File: config.mk
export PLATFORM = sky130hd
export DESIGN_NAME = sync_checksum_frame_receiver_flat
export DESIGN_NICKNAME = d
export VERILOG_FILES = /design/src/rtl/core/scfr_pkg.sv /design/src/rtl/core/scfr_if.sv /design/src/rtl/core/sync_checksum_frame_receiver.sv /design/src/rtl/core/scfr_cell.sv /design/src/rtl/core/scfr_chain.sv /design/src/flat_wrapper.sv
export SDC_FILE = /design/constraint.sdc
export NUM_CORES = 1
export LEC_CHECK = 0
export ABC_AREA = 1
export BUFFER_PORTS_ARGS = -buffer_cell sky130_fd_sc_hd__buf_2
export CORE_MARGIN = 4
export CORE_UTILIZATION = 50
export DETAILED_ROUTE_END_ITERATION = 7
export GPL_TIMING_DRIVEN = 1
export PLACE_DENSITY = 0.71
export SLEW_MARGIN = 20
export SYNTH_ARGS = -nofsm -noshare
export SYNTH_HDL_FRONTEND = slang
export SYNTH_SLANG_ARGS = --single-unit
File: constraint.sdc
create_clock -name clk -period 25.4 [get_ports clk]
set_clock_uncertainty 0.2 [all_clocks]
set_input_delay 3.81 -clock clk [delete_from_list [all_inputs] [get_ports clk]]
set_output_delay 3.81 -clock clk [all_outputs]
set_load 0.005 [all_outputs]
File: src/rtl/core/scfr_pkg.sv
package scfr_pkg;

    localparam int FRAME_LEN_DEF = 64;
    localparam int DATA_W        = 8;
    localparam int IDX_W         = 6;
    localparam int APB_ADDR_W    = 3;
    localparam int APB_DATA_W    = 32;

    localparam logic [DATA_W-1:0] SYNC_RESET = 8'hFF;

    // word index taken from paddr[2]
    localparam logic REG_SYNC_VALUE = 1'b0;

    localparam logic KIND_GOOD = 1'b0;
    localparam logic KIND_FAIL = 1'b1;

    typedef struct packed {
        logic shift;
        logic rotate;
    } chain_ctrl_t;

endpackage

File: src/rtl/core/scfr_if.sv
interface scfr_in_if;
    import scfr_pkg::*;

    logic              valid;
    logic              ready;
    logic [DATA_W-1:0] rx_byte;

    modport source (output valid, output rx_byte, input ready);
    modport sink   (input valid, input rx_byte, output ready);
endinterface

interface scfr_out_if;
    import scfr_pkg::*;

    logic              valid;
    logic              ready;
    logic              kind;
    logic [DATA_W-1:0] frame_byte;
    logic [IDX_W-1:0]  byte_index;
    logic              last;

    modport source (output valid, output kind, output frame_byte, output byte_index,
                    output last, input ready);
    modport sink   (input valid, input kind, input frame_byte, input byte_index,
                    input last, output ready);
endinterface

File: src/rtl/core/sync_checksum_frame_receiver.sv
// Sync-byte framed receiver with additive checksum.
// in_ch carries received bytes; out_ch carries result requests (kind,
// frame_byte, byte_index, last). The APB port holds sync_value at address 0.
// While empty, bytes other than sync_value are dropped; a sync byte opens a
// frame, held in a row of FRAME_LEN byte cells fed from the tail.
// A byte that does not complete a frame is stored and in_ch stays ready.
// Completing byte: the row rotates once round to sum bytes
// 2 onward, catch the checksum at position 1 and locate the next sync byte.
// Good frame: a second rotation emits FRAME_LEN requests, one per cycle while
// out_ch is ready, last set on the final byte. Bad frame: one failure request,
// and the frame is kept from the next sync byte on (no data moves; only the
// fill count changes), or dropped if none.
// in_ch.ready is low from the completing byte until the frame's requests are
// issued; a stalled out_ch holds the current request in the output register
// and freezes the emit rotation.
// Reset clears the fill count and control, and sets sync_value to 0xFF.
module sync_checksum_frame_receiver #(
    parameter int FRAME_LEN = scfr_pkg::FRAME_LEN_DEF
) (
    input  logic                            clk,
    input  logic                            rst_n,
    input  logic                            psel,
    input  logic                            penable,
    input  logic                            pwrite,
    input  logic [scfr_pkg::APB_ADDR_W-1:0] paddr,
    input  logic [scfr_pkg::APB_DATA_W-1:0] pwdata,
    output logic [scfr_pkg::APB_DATA_W-1:0] prdata,
    output logic                            pready,
    scfr_in_if.sink                         in_ch,
    scfr_out_if.source                      out_ch
);
    import scfr_pkg::*;

    localparam int CW = $clog2(FRAME_LEN + 1);
    localparam int PW = $clog2(FRAME_LEN);

    typedef enum logic [1:0] {ST_IDLE, ST_SUM, ST_EMIT, ST_FAIL} state_t;

    state_t            state_reg;
    logic [CW-1:0]     fill_reg;
    logic [PW-1:0]     cnt_reg;
    logic [PW-1:0]     pos_reg;
    logic              found_reg;
    logic [DATA_W-1:0] sum_reg;
    logic [DATA_W-1:0] chk_reg;
    logic [DATA_W-1:0] sync_reg;

    logic              out_valid_reg;
    logic              kind_reg;
    logic [DATA_W-1:0] byte_reg;
    logic [IDX_W-1:0]  index_reg;
    logic              last_reg;

    chain_ctrl_t       ctrl;
    logic [DATA_W-1:0] head;
    logic              in_acc;
    logic              store;
    logic              slot_free;
    logic              cnt_end;
    logic              cfg_wr;
    logic [DATA_W-1:0] sum_next;

    scfr_chain #(.FRAME_LEN(FRAME_LEN)) u_chain (
        .clk (clk),
        .ctrl(ctrl),
        .din (in_ch.rx_byte),
        .head(head)
    );

    assign in_ch.ready = (state_reg == ST_IDLE);
    assign in_acc      = in_ch.valid && in_ch.ready;
    assign store       = in_acc && ((fill_reg != '0) || (in_ch.rx_byte == sync_reg));
    assign slot_free   = !out_valid_reg || out_ch.ready;
    assign cnt_end     = (cnt_reg == PW'(FRAME_LEN - 1));
    assign sum_next    = sum_reg + head;

    assign ctrl.shift  = store || (state_reg == ST_SUM) || ((state_reg == ST_EMIT) && slot_free);
    assign ctrl.rotate = (state_reg != ST_IDLE);

    assign cfg_wr = psel && penable && pwrite && pready;
    assign pready = 1'b1;
    assign prdata = (paddr[2] == REG_SYNC_VALUE) ? APB_DATA_W'(sync_reg) : '0;

    assign out_ch.valid      = out_valid_reg;
    assign out_ch.kind       = kind_reg;
    assign out_ch.frame_byte = byte_reg;
    assign out_ch.byte_index = index_reg;
    assign out_ch.last       = last_reg;

    always_ff @(posedge clk or negedge rst_n)
    begin
        if (!rst_n)
        begin
            state_reg     <= ST_IDLE;
            fill_reg      <= '0;
            cnt_reg       <= '0;
            pos_reg       <= '0;
            found_reg     <= 1'b0;
            sum_reg       <= '0;
            chk_reg       <= '0;
            sync_reg      <= SYNC_RESET;
            out_valid_reg <= 1'b0;
            kind_reg      <= KIND_GOOD;
            byte_reg      <= '0;
            index_reg     <= '0;
            last_reg      <= 1'b0;
        end
        else
        begin
            if (out_valid_reg && out_ch.ready)
            begin
                out_valid_reg <= 1'b0;
            end
            if (cfg_wr && (paddr[2] == REG_SYNC_VALUE))
            begin
                sync_reg <= pwdata[DATA_W-1:0];
            end
            case (state_reg)
                ST_IDLE:
                begin
                    if (store)
                    begin
                        fill_reg <= fill_reg + 1'b1;
                        if (fill_reg + 1'b1 == CW'(FRAME_LEN))
                        begin
                            state_reg <= ST_SUM;
                            cnt_reg   <= '0;
                            sum_reg   <= '0;
                            found_reg <= 1'b0;
                        end
                    end
                end
                ST_SUM:
                begin
                    if (cnt_reg == PW'(1))
                    begin
                        chk_reg <= head;
                    end
                    if (cnt_reg >= PW'(2))
                    begin
                        sum_reg <= sum_next;
                    end
                    if ((cnt_reg != '0) && !found_reg && (head == sync_reg))
                    begin
                        found_reg <= 1'b1;
                        pos_reg   <= cnt_reg;
                    end
                    if (cnt_end)
                    begin
                        cnt_reg   <= '0;
                        state_reg <= (sum_next == chk_reg) ? ST_EMIT : ST_FAIL;
                    end
                    else
                    begin
                        cnt_reg <= cnt_reg + 1'b1;
                    end
                end
                ST_EMIT:
                begin
                    if (slot_free)
                    begin
                        out_valid_reg <= 1'b1;
                        kind_reg      <= KIND_GOOD;
                        byte_reg      <= head;
                        index_reg     <= IDX_W'(cnt_reg);
                        last_reg      <= cnt_end;
                        if (cnt_end)
                        begin
                            state_reg <= ST_IDLE;
                            fill_reg  <= '0;
                            cnt_reg   <= '0;
                        end
                        else
                        begin
                            cnt_reg <= cnt_reg + 1'b1;
                        end
                    end
                end
                ST_FAIL:
                begin
                    if (slot_free)
                    begin
                        out_valid_reg <= 1'b1;
                        kind_reg      <= KIND_FAIL;
                        byte_reg      <= '0;
                        index_reg     <= '0;
                        last_reg      <= 1'b1;
                        fill_reg      <= found_reg ? (CW'(FRAME_LEN) - CW'(pos_reg)) : '0;
                        state_reg     <= ST_IDLE;
                    end
                end
                default:
                begin
                    state_reg <= ST_IDLE;
                end
            endcase
        end
    end

endmodule

File: src/rtl/core/scfr_cell.sv
module scfr_cell (
    input  logic                       clk,
    input  logic                       en,
    input  logic [scfr_pkg::DATA_W-1:0] d,
    output logic [scfr_pkg::DATA_W-1:0] q
);
    import scfr_pkg::*;

    logic [DATA_W-1:0] data_reg;

    always_ff @(posedge clk)
    begin
        if (en)
        begin
            data_reg <= d;
        end
    end

    assign q = data_reg;

endmodule

File: src/rtl/core/scfr_chain.sv
module scfr_chain #(
    parameter int FRAME_LEN = scfr_pkg::FRAME_LEN_DEF
) (
    input  logic                        clk,
    input  scfr_pkg::chain_ctrl_t       ctrl,
    input  logic [scfr_pkg::DATA_W-1:0] din,
    output logic [scfr_pkg::DATA_W-1:0] head
);
    import scfr_pkg::*;

    logic [DATA_W-1:0] q [FRAME_LEN];
    logic [DATA_W-1:0] tail_d;

    // new bytes enter at the tail; a rotation feeds the head back round
    assign tail_d = ctrl.rotate ? q[0] : din;

    genvar i;
    generate
        for (i = 0; i < FRAME_LEN; i++)
        begin : g_cell
            if (i == FRAME_LEN - 1)
            begin : g_tail
                scfr_cell u_cell (.clk(clk), .en(ctrl.shift), .d(tail_d), .q(q[i]));
            end
            else
            begin : g_body
                scfr_cell u_cell (.clk(clk), .en(ctrl.shift), .d(q[i+1]), .q(q[i]));
            end
        end
    endgenerate

    assign head = q[0];

endmodule

File: src/flat_wrapper.sv
// flat-port wrapper written by rule: the top's interface ports become plain ports
module sync_checksum_frame_receiver_flat import scfr_pkg::*;
#(
    parameter int FRAME_LEN = scfr_pkg::FRAME_LEN_DEF
)
  (clk, rst_n, psel, penable, pwrite, paddr, pwdata, prdata, pready, in_ch_valid, in_ch_rx_byte, in_ch_ready, out_ch_valid, out_ch_kind, out_ch_frame_byte, out_ch_byte_index, out_ch_last, out_ch_ready);
  scfr_in_if in_ch_i ();
  scfr_out_if out_ch_i ();
  input  logic clk;
  input  logic rst_n;
  input  logic psel;
  input  logic penable;
  input  logic pwrite;
  input  logic [scfr_pkg::APB_ADDR_W-1:0] paddr;
  input  logic [scfr_pkg::APB_DATA_W-1:0] pwdata;
  output logic [scfr_pkg::APB_DATA_W-1:0] prdata;
  output logic pready;
  input wire logic [$bits(in_ch_i.valid)-1:0] in_ch_valid;
  input wire logic [$bits(in_ch_i.rx_byte)-1:0] in_ch_rx_byte;
  output wire logic [$bits(in_ch_i.ready)-1:0] in_ch_ready;
  output wire logic [$bits(out_ch_i.valid)-1:0] out_ch_valid;
  output wire logic [$bits(out_ch_i.kind)-1:0] out_ch_kind;
  output wire logic [$bits(out_ch_i.frame_byte)-1:0] out_ch_frame_byte;
  output wire logic [$bits(out_ch_i.byte_index)-1:0] out_ch_byte_index;
  output wire logic [$bits(out_ch_i.last)-1:0] out_ch_last;
  input wire logic [$bits(out_ch_i.ready)-1:0] out_ch_ready;
  assign in_ch_i.valid = in_ch_valid;
  assign in_ch_i.rx_byte = in_ch_rx_byte;
  assign in_ch_ready = in_ch_i.ready;
  assign out_ch_valid = out_ch_i.valid;
  assign out_ch_kind = out_ch_i.kind;
  assign out_ch_frame_byte = out_ch_i.frame_byte;
  assign out_ch_byte_index = out_ch_i.byte_index;
  assign out_ch_last = out_ch_i.last;
  assign out_ch_i.ready = out_ch_ready;
  sync_checksum_frame_receiver #(.FRAME_LEN(FRAME_LEN)) u_core (.clk(clk), .rst_n(rst_n), .psel(psel), .penable(penable), .pwrite(pwrite), .paddr(paddr), .pwdata(pwdata), .prdata(prdata), .pready(pready), .in_ch(in_ch_i), .out_ch(out_ch_i));
endmodule
==> flow_metrics.env, run 1 <==
export IMPL_status="completed"
export IMPL_ctsHoldBuffers=0
export IMPL_ys_warn_count=0
export IMPL_cts_setup_buffers=0
export IMPL_tightest_slew_ps=998
export IMPL_period_needed_ps=8480
export IMPL_synth_ff_latch_count=575
export IMPL_antennaDiodeCount=0
export IMPL_worstSetupStartpointType="primary input"
export IMPL_grt_use_total_pct=13.7
export IMPL_hold_viol=0
export IMPL_grt_overflow=0
export IMPL_drt_wirelength_per_cell_um=16.7
export IMPL_slowest_delay_ps=300
export IMPL_gp_congestion=0.892
export IMPL_via_count=8467
export IMPL_rsz0062_at_grt="false"
export IMPL_drv_slew=0
export IMPL_clk_path_buf_depth=3
export IMPL_setup_viol=0
export IMPL_synthFlopType="edfxtp_1"
export IMPL_post_place_ws_ps=16940
export IMPL_drtIter0Drc=710
export IMPL_root_buffer="clkbuf_16"
export IMPL_slew_headroom_pct=33.4
export IMPL_grt_pass1_wl_um=45100
export IMPL_nets=1240
export IMPL_drive_gt1_share_pct=13.7
export IMPL_fp_dieArea_um2=42300
export IMPL_grt_max_degree=187
export IMPL_powerDensity_nw_per_um2=113
export IMPL_final_util_pct=56.7
export IMPL_cpMostUsedCell="buf_2"
export IMPL_largest_reg_flops=504
export IMPL_synth_edf_count=512
export IMPL_worstSetupEndpointType="output port"
export IMPL_synth_top_area_share_pct=78.8
export IMPL_place_hpwl_um=15900
export IMPL_cp_max_fo=9
export IMPL_slowest_stage="nor2_1"
export IMPL_wl_um=28900
export IMPL_finalCritPeriodShare_pct=33.4
export IMPL_vdd_ir_drop_max_uv=107
export IMPL_die_w_um=206
export IMPL_cts_resized_gates=0
export IMPL_cp_required_ps=21390
export IMPL_synth_top_cell_by_area="edfxtp_1"
export IMPL_syn2layout_area_growth_pct=12.3
export IMPL_worst_slack_ps=16920
export IMPL_synth_cell_types=36
export IMPL_cts_reportedPaths_clkPinSlew_ps=60
export IMPL_avgSynthCellArea_um2=18.1
export IMPL_viasPerCell=4.91
export IMPL_clkSinkCount=575
export IMPL_hp_class="reg -> reg"
export IMPL_htree_levels=2
export IMPL_synth_area_top_cells="edfxtp_1 (79%), dfrtp_1 (7.1%), nand2_1 (2.9%)"
export IMPL_crit_chain="buf_2, nor2_1, buf_2"
export IMPL_place_port_buffers=49
export IMPL_worstSetupPathType="in -> out"
export IMPL_ant_nets=0
export IMPL_max_freq_mhz=118
export IMPL_drv_cap=0
export IMPL_async_flop_share_pct=11.0
export IMPL_ys_seq_area_share_pct=86.9
export IMPL_core_area_um2=38600
export IMPL_start_util_pct=50.5
export IMPL_io_pins=101
export IMPL_arrival_ps=4470
export IMPL_first_pass_iters=7
export IMPL_synth_cell_area_um2=19500
export IMPL_grt_pass1_vias=8128
export IMPL_synth_cells=1076
export IMPL_die_h_um=206
export IMPL_antenna_found_initial=0
export IMPL_clkLatencyLatePin_ps=560
export IMPL_fin_total_pwr_mw=2.47
export IMPL_drc=0
export IMPL_rows=72
export IMPL_numCtsBuffers=51
export IMPL_power_leakage_nw=8.03
export IMPL_cts_tree="done"
[cell usage after synthesis (6+ instances only)]
cell type	count
edfxtp_1	512
nand2_1	153
inv_1	76
dfrtp_1	55
o21ai_0	53
nor2_1	45
nand3_1	35
buf_4	26
ha_1	19
a21oi_1	17
o21ai_2	14
dfstp_2	8
clkbuf_1	7
xnor2_1	7
nand4_1	6
o22ai_1	6
[cell families (layout without fill, tap and decap cells)]
family / Yosys count / count (layout) / synth area share [%]
other: 2 / 25 / 0.0385
DFF: 575 / 575 / 86.9
and+or+nand+nor: 257 / 257 / 5.52
xor gates and xnor gates: 11 / 11 / 0.494
AOI/OAI and AO/OA: 97 / 97 / 2.92
adders and majority gates: 20 / 20 / 1.32
buffers and inverters: 114 / 223 / 2.81
[path summary, 6_finish.rpt]
check / from / end / slack (ps) / depth (start not counted)
setup / recovery: paddr[2] / prdata[5] / 16920 / 3
hold / removal: u_core.u_chain.g_cell[45].g_body.u_cell.q[2] / u_core.u_chain.g_cell[44].g_body.u_cell.q[2] / 210 / 0
setup reg to reg: u_core.state_reg[1] / u_core.u_chain.g_cell[46].g_body.u_cell.q[6] / 21340 / 8
hold reg to reg: u_core.u_chain.g_cell[45].g_body.u_cell.q[2] / u_core.u_chain.g_cell[44].g_body.u_cell.q[2] / 210 / 0
max in group asynchronous: rst_n / u_core.cnt_reg[2] / 21220 / 2
min in group asynchronous: rst_n / u_core.fill_reg[2] / 3240 / 2
[layout make-up]
type / count / area [um2]
inverter: 77 / 289
tap: 518 / 648
clock buffer: 57 / 1330
clock inverter: 34 / 293
timing repair buffer: 55 / 307
fill: 2828 / 16700
sequential: 575 / 17000
multi-input combinational: 410 / 2100
[per-stage QoR]
| step | setup TNS, ps | hold slack [ps] | std cells | area [um2] |
|---|---|---|---|---|
| 2_1_floorplan | -2036770 | 200 | 1099 | 19600 |
| 3_3_place_gp | 0 | 203 | 1635 | 20300 |
| 3_5_place_dp | 0 | 205 | 1635 | 20300 |
| 4_1_cts | 0 | 203 | 1726 | 21900 |
| 5_1_grt | 0 | 210 | 1726 | 21900 |
| 6_report | 0 | 214 | 1726 | 21900 |
[routing by layer]
metal  vias up  share of wire, %  global-route usage [%]
li1       4033                 -                       -
met1      4216                50                    22.0
met2       161                43                    18.6
met3        57               5.1                    3.15
met4         0               2.5                    4.33
met5         -                 0                       0
[critical path: cells and delay by family]
| family | cells | cell delay, ps |
|---|---|---|
| and+or+nand+nor | 1 | 300 |
| buffers and inverters | 2 | 350 |
[placed cells by master, fill, tap and decap left out, drive strengths merged, types with 7 or more instances in the layout]
cell type,Yosys,final
edfxtp,512,512
nand2,155,155
inv,77,78
o21ai,67,67
clkbuf,7,57
dfrtp,55,55
buf,30,55
nor2,48,48
nand3,36,36
clkinv,0,26
conb,2,25
ha,19,19
a21oi,17,17
dfstp,8,8
xnor2,7,7
[power breakdown]
part / internal (mW) / switching, mW / total, mW
registers: 1.45 / 0.0964 / 1.54
clock network: 0.426 / 0.319 / 0.744
logic: 0.0333 / 0.148 / 0.181
Note: power is estimated with default switching activity, not from simulation.
==> inputs of run 2 (changes only) <==
--- a/config.mk
+++ b/config.mk
@@ -11,7 +11,7 @@
 export CORE_UTILIZATION = 50
 export DETAILED_ROUTE_END_ITERATION = 7
 export GPL_TIMING_DRIVEN = 1
-export PLACE_DENSITY = 0.71
+export PLACE_DENSITY = 0.68
 export SLEW_MARGIN = 20
 export SYNTH_ARGS = -nofsm -noshare
 export SYNTH_HDL_FRONTEND = slang
==> constraint.sdc (replaced) <==
create_clock -name clk -period 8 [get_ports clk]
set_clock_uncertainty 0.2 [all_clocks]
set_input_delay 1.2 -clock clk [delete_from_list [all_inputs] [get_ports clk]]
set_output_delay 1.2 -clock clk [all_outputs]
set_load 0.005 [all_outputs]
==> flow_metrics.env, run 2 (synthesis gave the netlist of run 1 again) <==
export IMPL_tightest_slew_ps=907
export IMPL_stdcell_area_um2=21900
export IMPL_arrival_ps=3840
export IMPL_stdcell_count=1731
export IMPL_status="completed"
export IMPL_drt_wirelength_per_cell_um=16.5
export IMPL_ctsHoldBuffers=0
export IMPL_final_common_cell="edfxtp_1"
export IMPL_slew_headroom_pct=39.6
export IMPL_htree_levels=2
export IMPL_antenna_found_initial=0
export IMPL_first_pass_iters=5
export IMPL_hp_class="reg -> reg"
export IMPL_worstSetupStartpointType="flip-flop"
export IMPL_cts_tree="done"
export IMPL_fp_dieArea_um2=42300
export IMPL_die_w_um=206
export IMPL_place_port_buffers=49
export IMPL_cts_reportedPaths_clkPinSlew_ps=60
export IMPL_cp_max_fo=183
export IMPL_cp_required_ps=7990
export IMPL_io_pins=101
export IMPL_gp_congestion=0.843
export IMPL_place_area_um2=20300
export IMPL_powerDensity_nw_per_um2=357
export IMPL_regArea_um2=17000
export IMPL_final_cell_mix="edfxtp_1 (512), nand2_1 (153), inv_1 (76), dfrtp_1 (55), o21ai_0 (53)"
export IMPL_grt_max_degree=184
export IMPL_viasPerCell=4.97
export IMPL_rsz0062_at_grt="false"
export IMPL_grt_overflow=0
export IMPL_post_place_ws_ps=3540
export IMPL_core_area_um2=38600
export IMPL_die_h_um=206
export IMPL_max_freq_mhz=259
export IMPL_placed_cells=1634
export IMPL_grt_pass1_wl_um=45000
export IMPL_nets=1240
export IMPL_start_util_pct=50.5
export IMPL_via_count=8597
export IMPL_largest_reg_flops=504
export IMPL_grt_use_total_pct=13.6
export IMPL_drv_slew=0
export IMPL_power_leakage_nw=8.02
export IMPL_worstSetupEndpointType="flip-flop"
export IMPL_rows=72
export IMPL_numCtsBuffers=52
export IMPL_antennaDiodeCount=0
export IMPL_worstSetupPathType="reg -> reg"
export IMPL_drv_cap=0
export IMPL_clkLatencyLatePin_ps=560
export IMPL_worst_slack_ps=4150
export IMPL_vdd_ir_drop_max_uv=251
export IMPL_syn2layout_area_growth_pct=12.4
export IMPL_grt_pass1_vias=8207
export IMPL_clkSinkCount=575
export IMPL_clk_path_buf_depth=3
export IMPL_setup_viol=0
export IMPL_cts_resized_gates=0
export IMPL_root_buffer="clkbuf_16"
export IMPL_finalCritPeriodShare_pct=48.2
export IMPL_fillers=2838
export IMPL_hold_viol=0
export IMPL_place_hpwl_um=15500
export IMPL_period_needed_ps=3850
export IMPL_ant_nets=0
export IMPL_multi_input_area_um2=2100
export IMPL_drtIter0Drc=738
export IMPL_cts_setup_buffers=0
export IMPL_drc=0
export IMPL_drive_gt1_share_pct=13.5
export IMPL_wl_um=28600
[run 2: cell types whose count changed in the layout (fill, tap and decap cells not counted), sizes merged]
| cell | delta |
|---|---|
| clkinv | -3 |
| clkinvlp | +1 |
| clkbuf | +9 |
| inv | +1 |
| buf | -1 |
| bufinv | -2 |
[run 2: final timing paths]
check	from	end	slack, ps	depth (start not counted)
max reg2reg	u_core.state_reg[0]	u_core.u_chain.g_cell[52].g_body.u_cell.q[1]	4150	8
max in group asynchronous	rst_n	u_core.out_ch.frame_byte[5]	6440	2
min in group asynchronous	rst_n	u_core.sum_reg[2]	610	2
max	u_core.state_reg[0]	u_core.u_chain.g_cell[52].g_body.u_cell.q[1]	4150	8
min	u_core.u_chain.g_cell[25].g_body.u_cell.q[7]	u_core.u_chain.g_cell[24].g_body.u_cell.q[7]	210	0
min reg2reg	u_core.u_chain.g_cell[25].g_body.u_cell.q[7]	u_core.u_chain.g_cell[24].g_body.u_cell.q[7]	210	0
[run 2: report_power, final]
group	total (mW)	switching [mW]	internal, mW
registers	4.90	0.304	4.60
logic	0.574	0.465	0.108
clock network	2.35	1.03	1.32
total	7.83	1.80	6.03
[run 2: cell type report]
type | count | area share [%]
Multi-Input combinational cell | 410 | 9.58
Sequential cell | 575 | 77.3
Clock buffer | 66 | 6.26
Timing Repair Buffer | 54 | 1.42
Clock inverter | 31 | 1.20
Inverter | 77 | 1.32
Tap cell | 518 | 2.95
[run 2: through the flow]
| step | power, mW | hold WS [ps] | TNS (ps) | util [%] |
|---|---|---|---|---|
| finish | 7.83 | 209 | 0 | 56.8 |
| global route | 8.21 | 216 | 0 | 56.8 |
| CTS | 7.94 | 206 | 0 | 56.8 |
| detailed placement | 5.51 | 205 | 0 | 52.6 |
| global placement | 5.49 | 202 | 0 | 52.6 |
| floorplan | 5.16 | 200 | -9609250 | - |
[run 2: worst max-delay path, cell delays in order, from the launching register on]
cell	delay, ps
dfrtp_1	420
inv_1	100
ha_1	710
nand2_1	120
inv_1	90
nand2_1	100
o211ai_1	170
buf_12	650
buf_12	700
[run 2: routing by layer]
| layer | routed length [um] | track usage (%) |
|---|---|---|
| met5 | 0 | 0 |
| met4 | 544 | 4.04 |
| met3 | 1470 | 3.04 |
| met2 | 12500 | 18.7 |
| met1 | 14200 | 21.9 |
==> inputs of run 3 (changes only) <==
==> constraint.sdc (replaced) <==
create_clock -name clk -period 3.7 [get_ports clk]
set_clock_uncertainty 0.2 [all_clocks]
set_input_delay 0.555 -clock clk [delete_from_list [all_inputs] [get_ports clk]]
set_output_delay 0.555 -clock clk [all_outputs]
set_load 0.005 [all_outputs]
==> flow_metrics.env, run 3 (synthesis gave the netlist of run 1 again) <==
export IMPL_grt_use_total_pct=13.8
export IMPL_grt_pass1_vias=8076
export IMPL_wl_um=29100
export IMPL_whs_ps=36.2
export IMPL_cp_max_fo=117
export IMPL_powerDensity_nw_per_um2=768
export IMPL_numCtsBuffers=52
export IMPL_grt_overflow=0
export IMPL_clkSinkCount=575
export IMPL_rrSetupSlack_ps=1000
export IMPL_drv_slew=0
export IMPL_worstSetupPathType="reg -> reg"
export IMPL_tightest_slew_ps=724
export IMPL_slew_headroom_pct=51.6
export IMPL_setup_tns_ps=0
export IMPL_antenna_found_initial=2
export IMPL_cts_tree="done"
export IMPL_grt_max_degree=119
export IMPL_die_h_um=206
export IMPL_max_freq_mhz=371
export IMPL_hp_class="in -> reg"
export IMPL_viasPerCell=4.98
export IMPL_place_hpwl_um=16700
export IMPL_arrival_ps=2690
export IMPL_hold_viol=0
export IMPL_io_pins=101
export IMPL_drive_gt1_share_pct=14.1
export IMPL_gp_congestion=0.849
export IMPL_period_needed_ps=2700
export IMPL_status="completed"
export IMPL_largest_reg_flops=504
export IMPL_finalCritPeriodShare_pct=72.9
export IMPL_setup_viol=0
export IMPL_cp_required_ps=3690
export IMPL_rsz0062_at_grt="false"
export IMPL_final_cell_mix="edfxtp_1 (512), nand2_1 (153), inv_1 (75), dfrtp_1 (55), o21ai_0 (53)"
export IMPL_worstReg2RegStart="u_core.sync_reg[6]"
export IMPL_final_common_cell="edfxtp_1"
export IMPL_final_util_pct=56.9
export IMPL_grt_pass1_wl_um=45100
export IMPL_rows=72
export IMPL_clk_path_buf_depth=3
export IMPL_drc=0
export IMPL_root_buffer="clkbuf_16"
export IMPL_vdd_ir_drop_max_uv=489
export IMPL_via_count=8628
export IMPL_first_pass_iters=5
export IMPL_crit_end="u_core.u_chain.g_cell[19].g_body.u_cell.q[6]"
export IMPL_htree_levels=2
export IMPL_syn2layout_area_growth_pct=12.7
export IMPL_die_w_um=206
export IMPL_drtIter0Drc=722
export IMPL_start_util_pct=50.5
export IMPL_crit_path_start="u_core.sync_reg[6]"
export IMPL_nets=1245
export IMPL_fp_dieArea_um2=42300
export IMPL_clkLatencyLatePin_ps=560
export IMPL_antennaDiodeCount=0
export IMPL_cts_resized_gates=0
export IMPL_place_port_buffers=49
export IMPL_rr_worst_depth=9
export IMPL_ant_nets=0
export IMPL_power_leakage_nw=8.05
export IMPL_fillers=2839
export IMPL_cts_reportedPaths_clkPinSlew_ps=60
export IMPL_worstSetupStartpointType="flip-flop"
export IMPL_drv_cap=0
export IMPL_drt_wirelength_per_cell_um=16.8
export IMPL_worstSetupEndpointType="flip-flop"
export IMPL_core_area_um2=38600
export IMPL_regToRegEndpoint="u_core.u_chain.g_cell[19].g_body.u_cell.q[6]"
run 3: cell count changes in the layout (fill, tap and decap cells not counted), sizes merged:
cell         change
buf              +4
clkbuf           -4
clkinv           -3
inv              +3
clkinvlp         +1
dlygate4sd3      +1
run 3: report_power, final:
group          internal (mW)  total, mW  switching (mW)
Sequential              9.92       10.6           0.649
Combinational          0.283       1.30            1.02
Clock                   2.81       5.04            2.23
run 3: layout make-up:
cell class              instances  area (um2)  share of cell area, %
flip-flops and latches        575       17000                   77.1
multi-input cells             410        2100                   9.54
clock buffers                  62        1340                   6.08
well taps                     518         648                   2.95
repair buffers                 59         398                   1.81
inverters                      77         289                   1.31
clock inverters                32         272                   1.23
run 3: through the flow:
stage	power [mW]	setup WS (ps)	instance area, um2	cells
final	16.9	1000	22000	1733
after global routing	17.7	838	22000	1733
after CTS	17.1	1010	22000	1733
after detailed placement	12.0	754	20400	1638
after global placement	11.9	823	20400	1638
after floorplan	9.16	-22520	19600	1099
run 3: critical path: stages (launching register included):
cell and delay [ps]:
dfstp_2 550, xnor2_1 170, nand2_1 100, nor2_1 130, nand2_1 80, nand2_1 60
nand2_1 80, o211ai_1 160, buf_12 240, buf_12 460
run 3: worst min path at each step:
stage | startpoint | to | slack (ps) | cells after the start
2_1_floorplan | rst_n | u_core.chk_reg[0] | 60 | 0
3_3_place_gp | u_core.u_chain.g_cell[27].g_body.u_cell.q[7] | u_core.u_chain.g_cell[26].g_body.u_cell.q[7] | 200 | 0
3_5_place_dp | u_core.u_chain.g_cell[1].g_body.u_cell.q[2] | u_core.u_chain.g_cell[0].g_body.u_cell.q[2] | 200 | 0
4_1_cts | pwdata[0] | u_core.sync_reg[0] | 3 | 3
5_1_grt | pwdata[1] | u_core.sync_reg[1] | 40 | 3
6_report | pwdata[1] | u_core.sync_reg[1] | 40 | 3
run 3: what timing repair did:
action | 4_1_cts | 5_1_grt
hold buffers | 1 | 0
setup buffers | 0 | 0
endpoints found under the hold margin | 19 | 0
run 3: metal layers:
layer  global-route usage (%)  routed length [um]
met5                        0                  13
met4                     3.71                 579
met3                     3.29                1710
met2                     18.5               12100
met1                     22.6               14600
